File: src/u8u16_pkg.sv
`timescale 1ns / 1ps
// ----------------------------------------------------------------------------
// u8u16_pkg
// Shared types and constants for the UTF-8 to UTF-16 stream decoder.
// ----------------------------------------------------------------------------
package u8u16_pkg;

  localparam logic [15:0] Replacement = 16'd63;  // '?'

  localparam logic [7:0] AsciiLimit = 8'h80;
  localparam logic [7:0] Lead2Mask  = 8'he0;
  localparam logic [7:0] Lead2Code  = 8'hc0;
  localparam logic [7:0] Lead3Mask  = 8'hf0;
  localparam logic [7:0] Lead3Code  = 8'he0;

  localparam logic [1:0] DueNone = 2'd0;
  localparam logic [1:0] DueOne  = 2'd1;
  localparam logic [1:0] DueTwo  = 2'd2;

  typedef struct packed {
    logic [15:0] code_unit;
    logic        run_last;
    logic        string_end;
  } result_t;

endpackage

File: src/utf8_to_utf16_stream_decoder.sv
`timescale 1ns / 1ps
// ----------------------------------------------------------------------------
// utf8_to_utf16_stream_decoder
// Decodes a UTF-8 byte stream (BMP only) into 16-bit UTF-16 code units.
//
//   channel | dir | handshake             | payload
//   --------+-----+-----------------------+-----------------------------------
//   in      | in  | in_valid_i/in_ready_o | in_byte_i, string_last_i
//   out     | out | out_valid_o/out_ready_i | code_unit_o, run_last_o,
//           |     |                       | string_end_o
//
// One byte per cycle while in_ready_o is high; decode is a single pass from
// the accepted byte into the output register. A byte that yields two words
// (string ends after one follower of a 3-byte sequence) stalls the input
// while the second word sits in a spare register. Bytes absorbed into a
// sequence yield no word. Reset clears the sequence state and both valid
// flags. Output stalls reach in_ready_o only when the output register is full.
// ----------------------------------------------------------------------------
module utf8_to_utf16_stream_decoder
  import u8u16_pkg::*;
(
  input  logic        clk_i,
  input  logic        rst_ni,
  input  logic        in_valid_i,
  output logic        in_ready_o,
  input  logic [7:0]  in_byte_i,
  input  logic        string_last_i,
  output logic        out_valid_o,
  input  logic        out_ready_i,
  output logic [15:0] code_unit_o,
  output logic        run_last_o,
  output logic        string_end_o
);

  logic [1:0] due_q, due_d;
  logic [9:0] part_q, part_d;

  logic    out_valid_q, out_valid_d;
  result_t out_q, out_d;
  logic    pend_valid_q, pend_valid_d;
  result_t pend_q, pend_d;

  logic    in_fire;
  logic    out_free;
  logic    dec_n0, dec_n1;   // first / second word produced
  result_t dec_r0, dec_r1;

  assign out_free   = !out_valid_q || out_ready_i;
  assign in_ready_o = !pend_valid_q && out_free;
  assign in_fire    = in_valid_i && in_ready_o;

  // decode of one byte against the pending sequence
  always_comb begin
    due_d  = due_q;
    part_d = part_q;
    dec_n0 = 1'b0;
    dec_n1 = 1'b0;
    dec_r0 = '{code_unit: Replacement, run_last: 1'b1, string_end: string_last_i};
    dec_r1 = '{code_unit: Replacement, run_last: 1'b1, string_end: string_last_i};

    case (due_q)
      DueOne: begin
        dec_n0           = 1'b1;
        dec_r0.code_unit = {part_q, in_byte_i[5:0]};
        due_d            = DueNone;
        part_d           = '0;
      end
      DueTwo: begin
        if (string_last_i) begin
          // lead becomes '?', follower decoded on its own
          dec_n0            = 1'b1;
          dec_n1            = 1'b1;
          dec_r0.run_last   = 1'b0;
          dec_r0.string_end = 1'b0;
          if (in_byte_i < AsciiLimit) begin
            dec_r1.code_unit = {8'd0, in_byte_i};
          end
          due_d  = DueNone;
          part_d = '0;
        end else begin
          part_d = {part_q[3:0], in_byte_i[5:0]};
          due_d  = DueOne;
        end
      end
      default: begin
        due_d  = DueNone;
        part_d = '0;
        if (in_byte_i < AsciiLimit) begin
          dec_n0           = 1'b1;
          dec_r0.code_unit = {8'd0, in_byte_i};
        end else if ((in_byte_i & Lead2Mask) == Lead2Code && !string_last_i) begin
          part_d = {5'd0, in_byte_i[4:0]};
          due_d  = DueOne;
        end else if ((in_byte_i & Lead3Mask) == Lead3Code && !string_last_i) begin
          part_d = {6'd0, in_byte_i[3:0]};
          due_d  = DueTwo;
        end else begin
          dec_n0 = 1'b1;
        end
      end
    endcase

    if (string_last_i) begin
      due_d  = DueNone;
      part_d = '0;
    end
  end

  // output register plus spare slot for a second word
  always_comb begin
    out_valid_d  = out_valid_q;
    out_d        = out_q;
    pend_valid_d = pend_valid_q;
    pend_d       = pend_q;

    if (out_valid_q && out_ready_i) begin
      out_valid_d  = pend_valid_q;
      out_d        = pend_q;
      pend_valid_d = 1'b0;
    end

    if (in_fire) begin
      out_valid_d  = dec_n0;
      out_d        = dec_r0;
      pend_valid_d = dec_n1;
      pend_d       = dec_r1;
    end
  end

  always_ff @(posedge clk_i or negedge rst_ni) begin
    if (!rst_ni) begin
      due_q        <= DueNone;
      part_q       <= '0;
      out_valid_q  <= 1'b0;
      pend_valid_q <= 1'b0;
    end else begin
      if (in_fire) begin
        due_q  <= due_d;
        part_q <= part_d;
      end
      out_valid_q  <= out_valid_d;
      pend_valid_q <= pend_valid_d;
    end
  end

  always_ff @(posedge clk_i) begin
    out_q  <= out_d;
    pend_q <= pend_d;
  end

  assign out_valid_o  = out_valid_q;
  assign code_unit_o  = out_q.code_unit;
  assign run_last_o   = out_q.run_last;
  assign string_end_o = out_q.string_end;

endmodule

File: config.mk
export PLATFORM = sky130hd
export DESIGN_NAME = utf8_to_utf16_stream_decoder
export DESIGN_NICKNAME = d
export VERILOG_FILES = /design/src/u8u16_pkg.sv /design/src/utf8_to_utf16_stream_decoder.sv
export SDC_FILE = /design/constraint.sdc
export NUM_CORES = 1
export LEC_CHECK = 0
export BUFFER_PORTS_ARGS = -buffer_cell sky130_fd_sc_hd__buf_2
export CORE_ASPECT_RATIO = 1.4
export CORE_MARGIN = 5
export CORE_UTILIZATION = 58
export CTS_CLUSTER_SIZE = 20
export DETAILED_ROUTE_END_ITERATION = 12
export MAX_ROUTING_LAYER = met4
export PLACE_DENSITY = 0.86
export SLEW_MARGIN = 5
export SYNTH_ARGS = -nofsm -noshare
export SYNTH_HDL_FRONTEND = slang
export SYNTH_SLANG_ARGS = --single-unit
File: constraint.sdc
create_clock -name clk_i -period 5.18 [get_ports clk_i]
set_input_delay 0.518 -clock clk_i [delete_from_list [all_inputs] [get_ports clk_i]]
set_output_delay 0.518 -clock clk_i [all_outputs]
set_load 0.01 [all_outputs]
Word level (Yosys, flattened, before mapping)
Cells that the tools add are included.
Widths: inputs -> output; s select.
- flip-flop bits (word level): 49
- bits in latches: 0
- RAM bits: 0
- bits in read-only memories: 0
- input bits: 13
- output and inout bits: 20
- word-level logic and storage cells: 51
- memories: 0
- add/sub/neg operators: 0
- multiply operators: 0
- div/mod/pow operators: 0
- magnitude comparators: 1
- equal/unequal tests: 4
- shift-type cells: 0
- muxes and demuxes: 26
- bitwise operators: 0
- reduce and logical (&&, ||, !) cells: 11
- operator list (kind ; count):
    $mux 18 ; 2
    $pmux 16 s2 ; 1
    $pmux 10 s2 ; 1
    $mux 2 ; 6
    $mux 10 ; 1
    $mux 5 ; 2
    $mux 1 ; 9
    $lt 8x8->1 const B ; 1
    $mux 8 ; 1
    $logic_and 1x1->1 ; 5
    $eq 4x4->1 const B ; 1
    $mux 4 ; 1
    $pmux 2 s2 ; 1
    $eq 3x3->1 const B ; 1
    $logic_not 1->1 ; 3
    $eq 2x1->1 const B ; 1
    $eq 2x2->1 const B ; 1
    $pmux 1 s2 ; 1
    $reduce_and 2->1 ; 1
    $reduce_bool 2->1 ; 1
    $logic_or 1x1->1 ; 1

Logic depth before layout (Yosys ltp)
Gate-level depths: netlist of the first run.
- word-level depth: 7
- gate-level depth with buffers: 6
- gate-level depth less buffers: 5

Least setup slack after synthesis of the first run
No wires, ideal clock.
- path type: input to register
- start: input port in_valid_i
- end: register out_q (netlist bit code_unit_o[0]), enable pin
- setup time: 0.375 ns
- data arrival time: 1.560 ns
- path slack: 3.245 ns
- stages: 6
- path buffers: 3
- cell sequence: nor2b_1 buf_2 nand2_2 buf_6 buf_2 nand2_1
- word-level cells in the longest chain between the ends: 2
- RTL lines (what ; line ; source):
    from (decl) ; utf8_to_utf16_stream_decoder.sv:24 ; input logic in_valid_i,
    $logic_and 1x1->1 ; utf8_to_utf16_stream_decoder.sv:50 ; assign in_fire = in_valid_i && in_ready_o;
    $reduce_bool 2->1 (no line) ; -- ;
    to (signal assigned) ; utf8_to_utf16_stream_decoder.sv:147 ; out_q <= out_d;
    to (decl) ; utf8_to_utf16_stream_decoder.sv:39 ; result_t out_q, out_d;
No other way between the ends.
A chain may end at the register's enable or synchronous reset.

Final worst setup path of the first run
- start: register pend_valid_q
- end: register out_q (netlist bit code_unit_o[12]), enable pin
- word-level cells in the longest chain between the ends: 4
- RTL lines (what ; line ; source):
    from (decl) ; utf8_to_utf16_stream_decoder.sv:40 ; logic pend_valid_q, pend_valid_d;
    from (signal assigned) ; utf8_to_utf16_stream_decoder.sv:142 ; pend_valid_q <= pend_valid_d;
    $logic_not 1->1 ; utf8_to_utf16_stream_decoder.sv:49 ; assign in_ready_o = !pend_valid_q && out_free;
    $logic_and 1x1->1 ; utf8_to_utf16_stream_decoder.sv:49 ;
    $logic_and 1x1->1 ; utf8_to_utf16_stream_decoder.sv:50 ;
    $reduce_bool 2->1 (no line) ; -- ;
No other way between the ends.

==> metrics.md, run 1 <==
| Metric | Value |
|---|---|
| Yosys cell types | `36` |
| Maximum vdd drop | `0.232 mV` |
| Synth Register Bits | `40` |
| Post-route cell area | `0.00200 sq mm` |
| Post-layout util | `0.695` |
| Met2 WL | `1.71 mm` |
| Total negative setup slack | `0 ns` |
| Detailed Place HPWL | `2.54 mm` |
| Post-route DRC | `0` |
| Longest Clk Path Bufs | `2` |
| EDFF count, synth | `26` |
| M1 WL | `1.41 mm` |
| TritonCTS clock tree | `done` |
| Total CTS buffers | `5` |
| Via count | `1175` |
| Prevailing post-synth register cell | `edfxtp_1` |
| Relative slew slack | `0.439` |
| Post-layout nets | `180` |
| Largest net degree at the start of global routing | `22` |
| GRT Resource Usage Total | `0.186` |
| First-pass iteration count of the detailed router | `4` |
| Status | `complete, no violations` |
| PortBufs | `32` |
| Critical path class | `reg2reg` |
| Top cell type's share of synthesized area | `0.446` |
| Max Clock Skew | `0.00405 ns` |
| MaxCap Viol Count | `0` |
| Pwr per Cell Area | `325 mW/mm^2` |
| Async set-reset flop share out of synthesis | `0.350` |
| # resized after CTS | `0` |
| CP Capture Type | `flip-flop` |
| Min-Delay Path Class | `in2async` |
| Worst-Margin Slew | `0.828 ns` |
| DR vias/cell | `5.79` |
| Fin. max-slew vios | `0` |
| Top area cells in the synthesized netlist | `edfxtp_1, dfrtp_1, o2bb2ai_1` |
| Crit-path max FO | `20` |
| FF+latch area | `0.00113 sq mm` |
| Worst-skew pair later-pin latency | `0.29 ns` |
| Max Freq | `0.451 GHz` |
| DR iter-0 viols | `29` |
| Startpoint types | `flip-flop` |
| Synthesis-to-layout area growth | `14.3%` |
| Hold slack final | `0.117 ns` |
| Syn nets | `149` |
| Commonest cells after routing, fill and taps aside | `buf_2, edfxtp_1, dfrtp_1` |
| Largest area contributor in the netlist | `edfxtp_1` |
| Final WS setup | `2.96 ns` |
| DR top layer | `met4` |
| Clk sinks | `40` |
| Final period utilization | `0.428` |
| First-pass GRT wire length | `5.63 mm` |
| Die area | `0.00423 sq mm` |
| Post-route ant nets | `0` |
| Sequential area share after synthesis | `0.646` |
| DR WL met3 | `178 um` |
| Required @ worst endpoint | `5.11 ns` |
| GRT overflow | `0` |
| Core area | `0.00288 sq mm` |
| Unrepaired setup endpoints after global routing | `no` |
| Row cnt | `23` |
| Most common cell after layout, fill and taps aside | `buf_2` |
| Critical path arrival | `2.14 ns` |
| Number of global-route vias before repair | `1191` |
| Pleak | `0.000817 uW` |
| Initial antenna violation count | `0` |
| Synth warn | `0` |
| Post-Place Worst Slack | `2.77 ns` |
| DRT Wirelength | `3.42 mm` |
| Post-DP Area | `0.00191 sq mm` |
| Starting Density | `0.608` |
| Die Span X | `56.4 um` |
| Area of the multi-input gates | `557 sq um` |
| Avg WL per Cell | `16.8 um` |
| Final setup violation count | `0` |
| Syn_area_per_cell | `13.1 sq um` |
| Final hold violation count | `0` |
| Syn Inst Count | `134` |
| Share of layout cells above drive strength 1 | `0.277` |
| Clock Pin Slew Worst Setup and Hold Paths | `0.07 ns` |
| H-Tree Level Count | `2` |
| Gpl congestion | `0.877` |
| CTS Hold Bufs | `0` |
| Die height | `75 um` |
| Post-CTS Setup Repair Bufs | `0` |
| Crit path time final | `2.22 ns` |
| # diodes | `0` |
| Synthesized area | `0.00175 sq mm` |
| Num ports | `33` |
| Root buffer cell | `clkbuf_8` |
| Filler cells | `219` |
## final cells by class
| type | count | share of cell area |
|---|---|---|
| Multi-Input combinational cell | 81 | 0.278 |
| Inverter | 5 | 0.00938 |
| Timing Repair Buffer | 32 | 0.0801 |
| Sequential cell | 40 | 0.565 |
| Clock buffer | 5 | 0.0344 |
| Tap cell | 37 | 0.0231 |
| Clock inverter | 3 | 0.00938 |
## metal layers
layer	vias to the layer above	GRT usage
met2	37	0.292
met5	-	-
met4	0	0.106
met3	13	0.0497
li1	562	-
met1	563	0.217
## cell families (layout without fill, tap and decap cells)
logic type / count (synthesis) / count (layout) / synth area share
compound gates: 30 / 30 / 0.131
fa+ha+maj: 2 / 2 / 0.0143
buf+inv: 13 / 45 / 0.0357
flops: 40 / 40 / 0.646
mux: 2 / 2 / 0.0129
simple gates: 47 / 47 / 0.160
## critical path, stage by stage, from the launching register on
cell and delay (ns):
dfrtp_1 0.41, nor2b_1 0.44, nand2_2 0.37, nand2_1 0.63
## power by group
part / internal, uW / total, uW / switching [uW]
combinational: 27.7 / 83.9 / 56.3
clock: 93.6 / 197 / 103
sequential: 364 / 370 / 5.97
## worst paths after layout
path	startpoint	end	slack, ns	cells past startpoint
worst max-delay path	pend_valid_q$_DFFE_PN0P_	code_unit_o[12]$_SDFFCE_PP0P_	2.96	3
worst min-delay path	rst_ni	due_q[0]$_DFFE_PN0N_	0.12	1
worst max register to register	pend_valid_q$_DFFE_PN0P_	code_unit_o[12]$_SDFFCE_PP0P_	2.96	3
worst min register to register	part_q[6]$_DFFE_PN0N_	part_q[6]$_DFFE_PN0N_	0.50	1
max in group asynchronous	rst_ni	part_q[3]$_DFFE_PN0N_	4.81	1
min in group clk_i	in_byte_i[4]	due_q[1]$_DFFE_PN0N_	0.50	2
## state kept, by name (all words and copies together) (netlist names)
signal        flops
code_unit_o      16
part_q           10
pend_q            8
due_q             2
out_valid_o       1
pend_valid_q      1
run_last_o        1
string_end_o      1
## stage by stage
step	instances	power (uW)
2_1_floorplan	134	429
3_3_place_gp	195	459
3_5_place_dp	195	462
4_1_cts	203	656
5_1_grt	203	679
6_report	203	651
## Yosys cell counts, types with 3 or more instances
master and instances:
nand2_1 4, o21ai_0 5, edfxtp_1 26, o2bb2ai_1 10, a22o_1 5, nand3_1 5, and3_1 9, nor2_1 8
buf_2 5, inv_1 4, or3_1 6, dfrtp_1 14, nand2b_1 3
Note: power is estimated with default switching activity, not from simulation.
==> run 2: changes to the inputs <==
CORE_UTILIZATION = 54   (was 58)
PLACE_DENSITY = 0.81   (was 0.86)
clock period = 2.25 ns   (was 5.18 ns; I/O delays follow)
==> run 2 against run 1 <==
Compared with the run above:
- die area increased by 6.2%
- sequential share of layout area decreased by 2.2 points
- sequential power increased by 130%
- final cell count increased by 3.4%
- wire length increased by 3.9%
- clock skew increased by 0.0048 ns
- hold slack improved by 0.11 ns
- setup slack got worse by 2.4 ns
- largest cell class unchanged
==> metrics.md, run 2 (synthesis gave the netlist of run 1 again) <==
| Metric | Value |
|---|---|
| CTS Hold Bufs | `1 (+1)` |
| # resized after CTS | `0 (unchanged)` |
| Crit-path max FO | `9 (-55%)` |
| Clock power share | `0.374 (+0.072)` |
| Num ports | `33 (unchanged)` |
| Die Span X | `58.1 um (+3.0%)` |
| Most common cell after layout, fill and taps aside | `buf_2` |
| Critical path class | `reg2reg` |
| Core area | `0.00312 sq mm (+8.5%)` |
| TritonCTS clock tree | `done` |
| Status | `complete, no violations` |
| FF+latch area | `0.00113 sq mm (unchanged)` |
| CP Capture Type | `flip-flop` |
| Comb power frac | `0.122 (-0.007)` |
| Largest net degree at the start of global routing | `22 (unchanged)` |
| Final setup violation count | `0 (unchanged)` |
| Required @ worst endpoint | `2.48 ns (-2.63 ns)` |
| Longest Clk Path Bufs | `2 (unchanged)` |
| Final WS setup | `0.525 ns (-2.44 ns)` |
| Final period utilization | `0.767 (+0.339)` |
| Min-Delay Path Class | `in2reg` |
| Share of total power in sequential cells | `0.504 (-0.065)` |
| DRT Wirelength | `3.55 mm (+3.9%)` |
| MaxCap Viol Count | `0 (unchanged)` |
| Initial antenna violation count | `0 (unchanged)` |
| Max Freq | `0.580 GHz (+28%)` |
| GRT Resource Usage Total | `0.180 (-0.00552)` |
| Synthesis-to-layout area growth | `18.9%` |
| Die height | `77.4 um (+3.2%)` |
| Total negative setup slack | `0 ns (unchanged)` |
| Area of the multi-input gates | `557 sq um (unchanged)` |
| Post-layout util | `0.667 (-0.0285)` |
| Post-CTS Setup Repair Bufs | `0 (unchanged)` |
| Commonest cells after routing, fill and taps aside | `buf_2, edfxtp_1, dfrtp_1` |
| Total CTS buffers | `5 (unchanged)` |
| Pwr per Cell Area | `812 mW/mm^2 (+150%)` |
| P_int | `1300 uW (+170%)` |
| Filler cells | `237 (+8.2%)` |
| Number of global-route vias before repair | `1302 (+9.3%)` |
| Worst-skew pair later-pin latency | `0.29 ns (about the same)` |
| Largest register FFs | `16 (unchanged)` |
| Relative slew slack | `0.724 (+0.285)` |
| Root buffer cell | `clkbuf_8` |
| DR iter-0 viols | `41 (+41%)` |
| Fin. max-slew vios | `0 (unchanged)` |
| Via count | `1228 (+4.5%)` |
| Share of layout cells above drive strength 1 | `0.292 (+0.0153)` |
| GRT overflow | `0 (unchanged)` |
| Crit path time final | `1.72 ns (-0.491 ns)` |
| Critical path arrival | `1.95 ns (-0.19 ns)` |
| First-pass iteration count of the detailed router | `4 (unchanged)` |
| Gpl congestion | `0.915 (+4.4%)` |
| Sw Pwr | `388 uW (+140%)` |
| First-pass GRT wire length | `6.00 mm (+6.5%)` |
| PortBufs | `32 (unchanged)` |
| Net Sw Frac | `0.230 (-0.0241)` |
| Starting Density | `0.560 (-0.0478)` |
| Post-Place Worst Slack | `0.544 ns (-2.22 ns)` |
| Die area | `0.00450 sq mm (+6.2%)` |
| Reg2reg start | `due_q[0]$_DFFE_PN0N_` |
| R2R depth | `5 (+2)` |
| Unrepaired setup endpoints after global routing | `no` |
| # diodes | `0 (unchanged)` |
| R2R Path End | `part_q[7]$_DFFE_PN0N_` |
| Worst Setup EP | `part_q[7]$_DFFE_PN0N_` |
| Clk sinks | `40 (unchanged)` |
| Clock Pin Slew Worst Setup and Hold Paths | `0.07 ns (about the same)` |
| Startpoint types | `flip-flop` |
| Row cnt | `24 (+4.3%)` |
| Post-route DRC | `0 (unchanged)` |
| Avg WL per Cell | `16.9 um (+0.40%)` |
| Detailed Place HPWL | `2.50 mm (-1.7%)` |
| Post-route ant nets | `0 (unchanged)` |
| Post-layout nets | `185 (+2.8%)` |
| Final hold violation count | `0 (unchanged)` |
| Worst-Margin Slew | `0.413 ns (-0.415 ns)` |
| Max Clock Skew | `0.00881 ns (+0.00477 ns)` |
| Maximum vdd drop | `0.455 mV (+96%)` |
| Reg2Reg Setup Slack | `0.53 ns (-2.44 ns)` |
| Pleak | `0.000857 uW (+4.8%)` |
| Crit path launch | `due_q[0]$_DFFE_PN0N_` |
| DR vias/cell | `5.85 (+1.0%)` |
| H-Tree Level Count | `2 (unchanged)` |
[run 2: worst min-delay path by stage]
stage                       from                    to  cells after the start
floorplan                 rst_ni  due_q[0]$_DFFE_PN0N_                      0
global placement          rst_ni  due_q[1]$_DFFE_PN0N_                      1
detailed placement        rst_ni  due_q[0]$_DFFE_PN0N_                      1
CTS                 in_byte_i[4]  due_q[1]$_DFFE_PN0N_                      2
global route        in_byte_i[4]  due_q[1]$_DFFE_PN0N_                      2
finish              in_byte_i[4]  due_q[1]$_DFFE_PN0N_                      2
[run 2: critical path, stage by stage, from the launching register on]
cell	delay, ns
dfrtp_1	0.37
inv_1	0.06
ha_1	0.41
or3b_1	0.44
nor3_4	0.22
a22o_1	0.17
[run 2: power by group through the flow]
| stage | Combinational, uW | Sequential (uW) | Clock (uW) |
|---|---|---|---|
| global route | 227 | 857 | 674 |
| finish | 206 | 852 | 633 |
| detailed placement | 207 | 867 | 0 |
| floorplan | 99.7 | 887 | 0 |
| global placement | 202 | 866 | 0 |
| CTS | 210 | 852 | 638 |
[run 2: area by class of cell]
type                    instances  share of cell area
clock inverters                 1              0.0144
flip-flops and latches         40               0.543
repair buffers                 37              0.0962
well taps                      39              0.0234
inverters                       5             0.00901
clock buffers                   7              0.0463
multi-input cells              81               0.267
[run 2: stage by stage]
| stage | area (sq um) | std cells | hold WS, ns | power, uW |
|---|---|---|---|---|
| 2_1_floorplan | 1750 | 134 | -0.0706 | 987 |
| 3_3_place_gp | 1950 | 201 | 0.127 | 1070 |
| 3_5_place_dp | 1950 | 201 | 0.138 | 1070 |
| 4_1_cts | 2080 | 210 | 0.214 | 1700 |
| 5_1_grt | 2080 | 210 | 0.230 | 1760 |
| 6_report | 2080 | 210 | 0.223 | 1690 |
[run 2: routing by layer]
metal	vias to the layer above	share of wire	wire, um	GRT usage
met2	37	0.52	1850	0.294
met5	-	0	0	-
met3	9	0.052	184	0.0382
li1	574	-	-	-
met1	608	0.40	1430	0.205
met4	0	0.024	86	0.0951
==> run 3: changes to the inputs <==
clock period = 1.76 ns   (was 2.25 ns; I/O delays follow)
==> run 3 against run 2 <==
Compared with the run above:
- sequential power grew 28%
- maximum frequency rose by 7.3%
- clock skew down 0.0018 ns
- die area stayed put
- final cell count grew 1.4%
- wire length increased by 6.8%
==> metrics.md, run 3 (synthesis gave the netlist of run 1 again) <==
| Metric | Value |
|---|---|
| Startpoint types | `flip-flop` |
| Die area | `0.00450 sq mm (unchanged)` |
| Post-layout nets | `188 (+1.6%)` |
| TritonCTS clock tree | `done` |
| Crit path time final | `1.61 ns (-0.118 ns)` |
| Share of layout cells above drive strength 1 | `0.310 (+0.0179)` |
| DRT Wirelength | `3.79 mm (+6.8%)` |
| Row cnt | `24 (unchanged)` |
| Critical path class | `reg2reg` |
| Most common cell after layout, fill and taps aside | `buf_2` |
| Clock Pin Slew Worst Setup and Hold Paths | `0.08 ns (about the same)` |
| Min-Delay Path Class | `in2reg` |
| Pleak | `0.000874 uW (+2.0%)` |
| Root buffer cell | `clkbuf_8` |
| Post-route ant nets | `0 (unchanged)` |
| Detailed Place HPWL | `2.68 mm (+7.5%)` |
| GRT overflow | `0 (unchanged)` |
| P_int | `1740 uW (+34%)` |
| PortBufs | `32 (unchanged)` |
| Required @ worst endpoint | `1.80 ns (-0.68 ns)` |
| Number of global-route vias before repair | `1287 (-1.2%)` |
| FF+latch area | `0.00113 sq mm (unchanged)` |
| Status | `complete, no violations` |
| Die height | `77.4 um (unchanged)` |
| Max Clock Skew | `0.00704 ns (-0.00177 ns)` |
| First-pass iteration count of the detailed router | `4 (unchanged)` |
| Commonest cells after routing, fill and taps aside | `buf_2, edfxtp_1, dfrtp_1` |
| Net Sw Frac | `0.223 (-0.00717)` |
| Final period utilization | `0.913 (+0.146)` |
| Max Freq | `0.622 GHz (+7.3%)` |
| Share of total power in sequential cells | `0.486 (-0.018)` |
| Worst-skew pair later-pin latency | `0.29 ns (about the same)` |
| Sw Pwr | `499 uW (+28%)` |
| Die Span X | `58.1 um (unchanged)` |
| Placed cells | `204 (+1.5%)` |
| Comb power frac | `0.126 (+0.004)` |
| Largest net degree at the start of global routing | `19 (-14%)` |
| Maximum vdd drop | `0.674 mV (+48%)` |
| Clock power share | `0.388 (+0.014)` |
| Via count | `1264 (+2.9%)` |
| Slowest-stage cell, CP | `mux2_2` |
| Final hold violation count | `0 (unchanged)` |
| Largest register FFs | `16 (unchanged)` |
| Relative slew slack | `0.706 (-0.0178)` |
| First-pass GRT wire length | `6.33 mm (+5.6%)` |
| Core area | `0.00312 sq mm (unchanged)` |
| Worst path cell trace | `inv_1 > ha_4 > mux2_2 > nor2_1 > o2bb2ai_1` |
| Final setup violation count | `0 (unchanged)` |
| Synthesis-to-layout area growth | `21.4%` |
| Crit-path max FO | `9 (unchanged)` |
| Final Non-Filler Cells | `213 (+1.4%)` |
| DR vias/cell | `5.93 (+1.5%)` |
| Starting Density | `0.560 (unchanged)` |
| Filler cells | `239 (+0.84%)` |
| Num ports | `33 (unchanged)` |
| Total negative setup slack | `0 ns (unchanged)` |
| Unrepaired setup endpoints after global routing | `no` |
| Avg WL per Cell | `17.8 um (+5.3%)` |
| Largest delay contributor family on the critical path | `multiplexers` |
| Fin. max-slew vios | `0 (unchanged)` |
| Worst-Margin Slew | `0.440 ns (+0.0267 ns)` |
| WP buf/inv | `1 (unchanged)` |
| Longest Clk Path Bufs | `2 (unchanged)` |
| Largest stage delay on the critical path | `0.41 ns (-0.03 ns)` |
| Initial antenna violation count | `0 (unchanged)` |
| MaxCap Viol Count | `0 (unchanged)` |
| DR iter-0 viols | `40 (-2.4%)` |
| Pwr per Cell Area | `1050 mW/mm^2 (+30%)` |
| CP Capture Type | `flip-flop` |
| Post-route DRC | `0 (unchanged)` |
| Critical path arrival | `1.65 ns (-0.30 ns)` |
| H-Tree Level Count | `2 (unchanged)` |
| GRT Resource Usage Total | `0.194 (+0.0131)` |
| Clk sinks | `40 (unchanged)` |
| Area of the multi-input gates | `572 sq um (+2.7%)` |
| Gpl congestion | `0.892 (-2.5%)` |
| # diodes | `0 (unchanged)` |
| Total CTS buffers | `5 (unchanged)` |
[run 3: path summary, 6_finish.rpt]
| path | slack, ns | start | end | cells past startpoint |
|---|---|---|---|---|
| setup / recovery | 0.15 | due_q[0]$_DFFE_PN0N_ | code_unit_o[0]$_DFFE_PP_ | 5 |
| hold / removal | 0.17 | in_byte_i[0] | part_q[0]$_DFFE_PN0N_ | 3 |
| setup reg to reg | 0.15 | due_q[0]$_DFFE_PN0N_ | code_unit_o[0]$_DFFE_PP_ | 5 |
| hold reg to reg | 0.50 | part_q[7]$_DFFE_PN0N_ | part_q[7]$_DFFE_PN0N_ | 1 |
| max in group asynchronous | 1.20 | rst_ni | part_q[8]$_DFFE_PN0N_ | 2 |
| min in group asynchronous | 0.31 | rst_ni | part_q[1]$_DFFE_PN0N_ | 2 |
[run 3: through the flow]
| step | util | power, uW | hold WS (ns) | instance area [sq um] | setup slack (ns) |
|---|---|---|---|---|---|
| 2_1_floorplan | - | 1260 | -0.120 | 1750 | 0.0431 |
| 3_3_place_gp | 0.631 | 1370 | 0.0810 | 1970 | 0.107 |
| 3_5_place_dp | 0.631 | 1380 | 0.0890 | 1970 | 0.0469 |
| 4_1_cts | 0.677 | 2250 | 0.157 | 2110 | 0.0346 |
| 5_1_grt | 0.681 | 2320 | 0.164 | 2130 | 0.0735 |
| 6_report | 0.681 | 2240 | 0.167 | 2130 | 0.153 |
[run 3: power groups by stage]
| stage | clock, uW | sequential, uW | combinational, uW |
|---|---|---|---|
| 4_1_cts | 877 | 1090 | 280 |
| 2_1_floorplan | 0 | 1130 | 129 |
| 3_3_place_gp | 0 | 1110 | 266 |
| 6_report | 869 | 1090 | 281 |
| 3_5_place_dp | 0 | 1110 | 274 |
| 5_1_grt | 920 | 1100 | 308 |
[run 3: worst register-to-register path: cells and delay by family (launching register included)]
| kind | cells | cell delay, ns |
|---|---|---|
| buffers and inverters | 1 | 0.08 |
| muxes | 1 | 0.41 |
| DFF | 1 | 0.37 |
| adders and majority gates | 1 | 0.31 |
| and+or+nand+nor | 1 | 0.12 |
| AOI/OAI and AO/OA | 1 | 0.07 |
[run 3: layout make-up]
class,instances,share of cell area
timing repair buffer,40,0.105
clock inverter,2,0.0283
tap,39,0.0230
inverter,5,0.00883
sequential,40,0.532
multi-input combinational,81,0.269
clock buffer,6,0.0341
[run 3: layer usage]
metal,vias up,global-route usage,wire length [um]
met3,5,0.0415,298
met2,57,0.327,2050
met4,0,0.0650,46
met1,621,0.226,1390
met5,-,-,0
li1,581,-,-
[run 3: timing repair]
action / 4_1_cts / 5_1_grt
endpoints found under the setup margin: 0 / 15
gates resized for setup: 0 / 2
buffers inserted: 0 / 0
hold buffers: 1 / 0
hold endpoints to repair: 14 / 0
